[config.mk]
export PLATFORM = sky130hd
export DESIGN_NAME = motor_reply_line_parser_core
export DESIGN_NICKNAME = d
export VERILOG_FILES = /design/src/rtl/mrlp_pkg.sv /design/src/rtl/mrlp_step.sv /design/src/rtl/motor_reply_line_parser_core.sv
export SDC_FILE = /design/constraint.sdc
export NUM_CORES = 1
export LEC_CHECK = 0
export BUFFER_PORTS_ARGS = -buffer_cell sky130_fd_sc_hd__buf_2
export CAP_MARGIN = 20
export CORE_UTILIZATION = 65
export DETAILED_ROUTE_END_ITERATION = 7
export PLACE_DENSITY = 0.82
export SLEW_MARGIN = 20
export SYNTH_ARGS = -nofsm -noshare
export SYNTH_HDL_FRONTEND = slang
export SYNTH_SLANG_ARGS = --single-unit
[constraint.sdc]
create_clock -name clk -period 8 [get_ports clk]
set_clock_uncertainty 0.2 [all_clocks]
set_input_delay 0.4 -clock clk [delete_from_list [all_inputs] [get_ports clk]]
set_output_delay 0.4 -clock clk [all_outputs]
set_load 0.005 [all_outputs]
[src/rtl/mrlp_pkg.sv]
package mrlp_pkg;

  // Width of the number accumulator; numbers wrap modulo 2**ValueBits.
  localparam int ValueBits = 32;

  // Width of the reply value port.
  localparam int ReplyBits = 32;

  // Parse phases.
  typedef enum logic [2:0] {
    PhIdle  = 3'd0,
    PhUnexp = 3'd1,
    PhNum   = 3'd2,
    PhAck   = 3'd3,
    PhText  = 3'd4,
    PhNote  = 3'd5,
    PhTerm  = 3'd6
  } phase_t;

  // Reply kinds.
  typedef enum logic [1:0] {
    KindAck  = 2'd0,
    KindNote = 2'd1,
    KindNum  = 2'd2,
    KindText = 2'd3
  } kind_t;

  // Configuration register indexes.
  localparam logic [1:0] CfgStartCtl = 2'd0;
  localparam logic [1:0] CfgStopCtl  = 2'd1;

  // Reset values of the flow-control bytes.
  localparam logic [7:0] StartCtlReset = 8'd17;
  localparam logic [7:0] StopCtlReset  = 8'd19;

  // Characters of the reply grammar.
  localparam logic [7:0] ChCr    = 8'h0D;
  localparam logic [7:0] ChLf    = 8'h0A;
  localparam logic [7:0] ChO     = 8'h4F;
  localparam logic [7:0] ChK     = 8'h4B;
  localparam logic [7:0] ChMinus = 8'h2D;

  // Parser state carried from one byte to the next.
  typedef struct packed {
    phase_t                 phase;
    kind_t                  pending_kind;
    logic [7:0]             notify_letter;
    logic [ValueBits-1:0]   magnitude;
    logic                   is_negative;
    logic                   resync_pending;
  } parse_state_t;

  // One completed reply.
  typedef struct packed {
    kind_t                  kind;
    logic [ReplyBits-1:0]   value;
    logic                   lost;
  } reply_t;

endpackage

[src/rtl/mrlp_step.sv]
module mrlp_step (
  input  mrlp_pkg::parse_state_t cur,
  input  logic [7:0]             rx_byte,
  input  logic [7:0]             start_ctl_byte,
  input  logic [7:0]             stop_ctl_byte,
  output mrlp_pkg::parse_state_t nxt,
  output logic                   done,
  output mrlp_pkg::reply_t       reply
);
  import mrlp_pkg::*;

  logic                 is_digit;
  logic                 is_alpha;
  logic                 is_note;
  logic                 is_ctl;
  logic [ValueBits-1:0] mag_base;
  logic [ValueBits-1:0] mag_acc;
  logic [ValueBits-1:0] signed_mag;

  // Character classes.
  always_comb begin
    is_digit = rx_byte inside {[8'h30:8'h39]};
    is_alpha = rx_byte inside {[8'h61:8'h7A], [8'h41:8'h5A]};
    is_note  = rx_byte inside {8'h70, 8'h76, 8'h72, 8'h68, 8'h66, 8'h74, 8'h77, 8'h78};
    is_ctl   = (rx_byte == start_ctl_byte) || (rx_byte == stop_ctl_byte);
  end

  // Signed number as reported, sign extended or truncated to the port width.
  always_comb begin
    signed_mag = cur.is_negative ? (~cur.magnitude + 1'b1) : cur.magnitude;
  end

  // Phase transition, accumulator update and reply generation.
  always_comb begin
    nxt        = cur;
    done       = 1'b0;
    reply      = '0;
    mag_base   = cur.magnitude;
    mag_acc    = '0;

    if (!is_ctl) begin
      case (cur.phase)
        PhNum: begin
          if (is_digit) begin
            nxt.phase = PhNum;
          end else if (rx_byte == ChCr) begin
            nxt.phase = PhTerm;
          end else begin
            nxt.phase = PhUnexp;
          end
        end
        PhAck: begin
          if (rx_byte == ChK) begin
            nxt.phase = PhAck;
          end else if (rx_byte == ChCr) begin
            nxt.phase = PhTerm;
          end else begin
            nxt.phase = PhUnexp;
          end
        end
        PhText: begin
          nxt.phase = (rx_byte == ChCr) ? PhTerm : PhText;
        end
        PhNote: begin
          nxt.phase = (rx_byte == ChCr) ? PhTerm : PhUnexp;
        end
        PhTerm: begin
          if (rx_byte == ChLf) begin
            nxt.phase = PhIdle;
            done      = 1'b1;
          end else begin
            nxt.phase = PhUnexp;
          end
        end
        default: begin
          // Start of a reply, from idle or after a grammar error.
          if (rx_byte == ChO) begin
            nxt.phase        = PhAck;
            nxt.pending_kind = KindAck;
          end else if (is_note) begin
            nxt.phase         = PhNote;
            nxt.pending_kind  = KindNote;
            nxt.notify_letter = rx_byte;
          end else if (is_digit || rx_byte == ChMinus) begin
            nxt.phase        = PhNum;
            nxt.pending_kind = KindNum;
            nxt.is_negative  = 1'b0;
            mag_base         = '0;
          end else if (is_alpha) begin
            nxt.phase        = PhText;
            nxt.pending_kind = KindText;
          end else if (rx_byte == ChCr || rx_byte == ChLf) begin
            nxt.phase = PhIdle;
          end else begin
            nxt.phase = PhUnexp;
          end
        end
      endcase

      // Value times ten plus the digit, as two shifted adds.
      mag_acc = (mag_base << 3) + (mag_base << 1) + ValueBits'(rx_byte[3:0]);

      if (done) begin
        reply.kind = cur.pending_kind;
        if (cur.resync_pending) begin
          nxt.resync_pending = 1'b0;
          reply.lost         = 1'b1;
        end else if (cur.pending_kind == KindNote) begin
          reply.value = ReplyBits'(cur.notify_letter);
        end else if (cur.pending_kind == KindNum) begin
          reply.value = ReplyBits'(signed'(signed_mag));
        end
      end else if (nxt.phase == PhNum) begin
        nxt.magnitude = mag_base;
        if (rx_byte == ChMinus) begin
          nxt.is_negative = 1'b1;
        end
        if (is_digit) begin
          nxt.magnitude = mag_acc;
        end
      end else if (nxt.phase == PhIdle || nxt.phase == PhUnexp) begin
        if (nxt.phase == PhUnexp) begin
          nxt.resync_pending = 1'b1;
        end
        nxt.magnitude = '0;
      end
    end
  end

endmodule

[src/rtl/motor_reply_line_parser_core.sv]
// Channel   Direction  Signals                                  Moves
// input     in         in_valid, in_ready, rx_byte              one received byte per request
// output    out        out_valid, out_ready, reply_kind,        one completed reply per request
//                      reply_value, reply_lost
// config    in         cfg_valid, cfg_ready, cfg_index,         one register write per request
//                      cfg_data
//
// One byte is taken every cycle while in_ready is high; it waits in the input register and is
// parsed on its way into the reply register, so a reply appears once its LF byte has passed both
// registers. The per-byte work is the phase decode plus a times-ten accumulate, both combinational.
// Reset (synchronous) clears the parser state and restores the flow-control bytes.
// A stalled output holds the reply register and the input register; in_ready drops
// only while both are full.
module motor_reply_line_parser_core (
  input  logic                               clk,
  input  logic                               rst,
  input  logic                               in_valid,
  output logic                               in_ready,
  input  logic [7:0]                         rx_byte,
  output logic                               out_valid,
  input  logic                               out_ready,
  output mrlp_pkg::kind_t                    reply_kind,
  output logic signed [mrlp_pkg::ReplyBits-1:0] reply_value,
  output logic                               reply_lost,
  input  logic                               cfg_valid,
  output logic                               cfg_ready,
  input  logic [1:0]                         cfg_index,
  input  logic [7:0]                         cfg_data
);
  import mrlp_pkg::*;

  logic         byte_valid;
  logic [7:0]   byte_reg;
  logic         advance;
  logic [7:0]   start_ctl_byte;
  logic [7:0]   stop_ctl_byte;
  parse_state_t state;
  parse_state_t state_next;
  logic         step_done;
  reply_t       step_reply;
  reply_t       reply_reg;

  // The input register moves on whenever the reply register can take a result.
  assign advance   = !out_valid || out_ready;
  assign in_ready  = !byte_valid || advance;
  assign cfg_ready = 1'b1;

  // Configuration registers.
  always_ff @(posedge clk) begin
    if (rst) begin
      start_ctl_byte <= StartCtlReset;
      stop_ctl_byte  <= StopCtlReset;
    end else if (cfg_valid && cfg_ready) begin
      case (cfg_index)
        CfgStartCtl: start_ctl_byte <= cfg_data;
        CfgStopCtl:  stop_ctl_byte  <= cfg_data;
        default: ;
      endcase
    end
  end

  // Input register.
  always_ff @(posedge clk) begin
    if (rst) begin
      byte_valid <= 1'b0;
    end else if (in_ready) begin
      byte_valid <= in_valid;
    end
  end

  always_ff @(posedge clk) begin
    if (in_ready && in_valid) begin
      byte_reg <= rx_byte;
    end
  end

  // Parser step for the registered byte.
  mrlp_step u_step (
    .cur            (state),
    .rx_byte        (byte_reg),
    .start_ctl_byte (start_ctl_byte),
    .stop_ctl_byte  (stop_ctl_byte),
    .nxt            (state_next),
    .done           (step_done),
    .reply          (step_reply)
  );

  // Parser state.
  always_ff @(posedge clk) begin
    if (rst) begin
      state.phase          <= PhIdle;
      state.pending_kind   <= KindAck;
      state.notify_letter  <= '0;
      state.magnitude      <= '0;
      state.is_negative    <= 1'b0;
      state.resync_pending <= 1'b0;
    end else if (byte_valid && advance) begin
      state <= state_next;
    end
  end

  // Reply register.
  always_ff @(posedge clk) begin
    if (rst) begin
      out_valid <= 1'b0;
    end else if (advance) begin
      out_valid <= byte_valid && step_done;
    end
  end

  always_ff @(posedge clk) begin
    if (advance && byte_valid && step_done) begin
      reply_reg <= step_reply;
    end
  end

  assign reply_kind  = reply_reg.kind;
  assign reply_value = signed'(reply_reg.value);
  assign reply_lost  = reply_reg.lost;

endmodule

==> impl_metrics.env <==
export IMPL_wl_mm=17.94
export IMPL_finalMaxSlewViolations=0
export IMPL_postCtsSetupRepairBufs=0
export IMPL_pin_count=61
export IMPL_tns_ps=0
export IMPL_min_path_type="primary input to flip-flop"
export IMPL_post_route_util_pct=72.39
export IMPL_pwr_share_clk_pct=33.1
export IMPL_setup_viol=0
export IMPL_coreArea_mm2=0.01089
export IMPL_outcome="finished, final reports clean"
export IMPL_seq_area_mm2=0.002592
export IMPL_busiest_layer="met1"
export IMPL_path_max_fanout=28
export IMPL_cts_resized=0
export IMPL_end_kind="flip-flop"
export IMPL_switching_share_pct=27.37
export IMPL_largest_register_ffs=47
export IMPL_clock_sinks=108
export IMPL_arrival_ps=6020
export IMPL_grt_util_met2_pct=47.34
export IMPL_place_inst=964
export IMPL_p_int_uw=735.5
export IMPL_nFillCells=783
export IMPL_ys_seq_area_share_pct=35.67
export IMPL_numCtsBuffers=9
export IMPL_min_period_over_period_pct=74.27
export IMPL_cts_tree="yes"
export IMPL_clock_latency_ps=390
export IMPL_p_seq_share_pct=58.8
export IMPL_cts_root_buf="clkbuf_8"
export IMPL_postSynthCellCount=798
export IMPL_antenna_found_initial=0
export IMPL_firstDrtPassIters=5
export IMPL_portBuffers=59
export IMPL_grtUsageTotal_pct=32.14
export IMPL_crit_type="flip-flop to flip-flop"
export IMPL_peakVddDrop_v=0.0001173
export IMPL_fp_dieH_um=107.7
export IMPL_grt_max_degree=45
export IMPL_fmax_ghz=0.1683
export IMPL_worst_pin_slew_ps=958.9
export IMPL_slew_headroom_pct=35.99
export IMPL_cp_slowest_cell="edfxtp_1"
export IMPL_power_leakage_uw=0.003289
export IMPL_yosysMostFrequentCell="nor2_1"
export IMPL_hpwl_mm=13.57
export IMPL_synth_top_area_share_pct=17.91
export IMPL_cp_cell_sequence="nand4b_1, nor4_2, nand3b_1, and2_1, inv_1, fa_1, inv_1, fa_1, a21oi_1, and4b_1, nor3_1, o32ai_1, a2111o_1, nor3b_1, or3_1, a32o_1"
export IMPL_ys_ff_latch=108
export IMPL_critPathMaxStageDelay_ps=750
export IMPL_totalPowerFinal_uw=1013
export IMPL_grt_pass1_wl_mm=29.04
export IMPL_die_w_um=107.7
export IMPL_synth_cell_area_mm2=0.007267
export IMPL_first_global_vias=5716
export IMPL_met3_usage_pct=3.632
export IMPL_start_kind="flip-flop"
export IMPL_htree_levels=3
export IMPL_die_area_mm2=0.01161
export IMPL_rows=38
export IMPL_synth_ff_type="dfxtp_1"
export IMPL_hold_viol=0
export IMPL_p_per_area_mw_per_mm2=128.5
export IMPL_overflow=0
export IMPL_whs_path_depth=1
export IMPL_power_frac_comb_pct=8.1
export IMPL_synthArstFlopShare_pct=0
export IMPL_worstPathRequired_ps=8080
export IMPL_synth_fp_nets=882
export IMPL_grtUsageMet1_pct=48.21
export IMPL_r2r_cells=16
export IMPL_via_per_inst=6.351
export IMPL_drc=0
export IMPL_synth_cell_types=76
export IMPL_ant_nets=0
export IMPL_synthTopCellsByArea="dfxtp_1 18%, edfxtp_1 18%, ha_1 10%"
export IMPL_switchingPower_uw=277.2
export IMPL_synth_area_leader_cell="dfxtp_1"
export IMPL_nets=926
export IMPL_netlist_top_cells_count="93 x nor2_1, 65 x dfxtp_1, 64 x nand2_1"
export IMPL_clockBufferDepth=2
export IMPL_min_period_ps=5942
export IMPL_ys_warnings_count=0
export IMPL_maxCapViolations=0
export IMPL_synth_edff_count=43
export IMPL_grt_setup_unrepaired="false"
export IMPL_syn_to_final_growth_pct=8.454
export IMPL_cts_clk_slew_worst_paths_ps=110
export IMPL_multi_input_area_mm2=0.004441
export IMPL_top_register="state"
export IMPL_vias=6268
export IMPL_insertedDiodeCount=0
export IMPL_stdcell_count=987
export IMPL_place_congestion=0.9195
export IMPL_drtIter0Drc=520
export IMPL_drive_gt1_share_pct=11.92
export IMPL_synth_avg_cell_area_um2=9.106
export IMPL_start_util_pct=66.74
export IMPL_route_detailed_wl_per_inst_um=18.18
[timing repair]
action / 4_1_cts / 5_1_grt
hold buffers: 6 / 1
setup endpoints to repair: 0 / 0
hold endpoints to repair: 6 / 1
[path summary, 6_finish.rpt]
kind / from / to / slack [ps]
worst min register to register: state[41] / state[41] / 290
worst max-delay path: byte_reg[2] / state[32] / 2060
worst min-delay path: rx_byte[1] / byte_reg[1] / 10
worst max register to register: byte_reg[2] / state[32] / 2060
[layout make-up]
class / count / area share, %
multi-input combinational: 634 / 56.34
tap: 140 / 2.223
timing repair buffer: 71 / 5.112
inverter: 18 / 0.8573
clock inverter: 7 / 1.000
sequential: 108 / 32.89
clock buffer: 9 / 1.572
[layer usage]
| layer | routed length [um] | vias to the layer above |
|---|---|---|
| li1 | - | 2993 |
| met1 | 8520 | 2971 |
| met2 | 7777 | 280 |
| met3 | 1317 | 24 |
| met4 | 329 | 0 |
| met5 | 0 | - |
[power groups by stage]
stage | clock [uW] | combinational [uW] | sequential, uW
floorplan | 0 | 67.1 | 595
global placement | 0 | 75.1 | 605
detailed placement | 0 | 77.6 | 606
CTS | 333 | 80.1 | 594
global route | 354 | 88.7 | 596
finish | 335 | 82.5 | 595
[stage by stage]
stage	setup slack, ps	instance area (um^2)	hold WS, ps
2_1_floorplan	2961	7267	240.7
3_3_place_gp	2386	7609	254.1
3_5_place_dp	2181	7609	272.5
4_1_cts	2162	7871	1.205
5_1_grt	1736	7881	1.531
6_report	2058	7881	10.29
[layout by cell type, fill, tap and decap left out, types with 15 or more instances in the layout]
cell	count
and2_1	40
xor2_1	33
nor3_1	15
a21oi_1	26
ha_1	59
inv_1	17
edfxtp_1	43
buf_2	59
xnor2_1	36
mux2i_1	24
nor2_1	93
nand2_1	64
dfxtp_1	65
o21ai_0	40
a22oi_1	17
[critical path: cells and delay by family (launching register included)]
family                     cells  cell delay (ps)
buffers and inverters          2              130
AOI/OAI and AO/OA              4             1220
adders and majority gates      2              950
DFF                            1              750
and+or+nand+nor                8             2570
[cells by family (layout without fill, tap and decap cells)]
family | Yosys count | count (layout) | share of synthesized area [%]
AO/OA/AOI/OAI | 179 | 179 | 17.18
XOR/XNOR | 69 | 69 | 8.316
adder cells (fa/ha/maj) | 61 | 61 | 10.71
buffers and inverters | 56 | 105 | 3.288
flip-flops | 108 | 108 | 35.67
multiplexers | 24 | 24 | 3.306
other | 1 | 1 | 0.05160
AND/OR/NAND/NOR | 300 | 300 | 21.47
No activity file was read; power rests on OpenSTA's default activity.
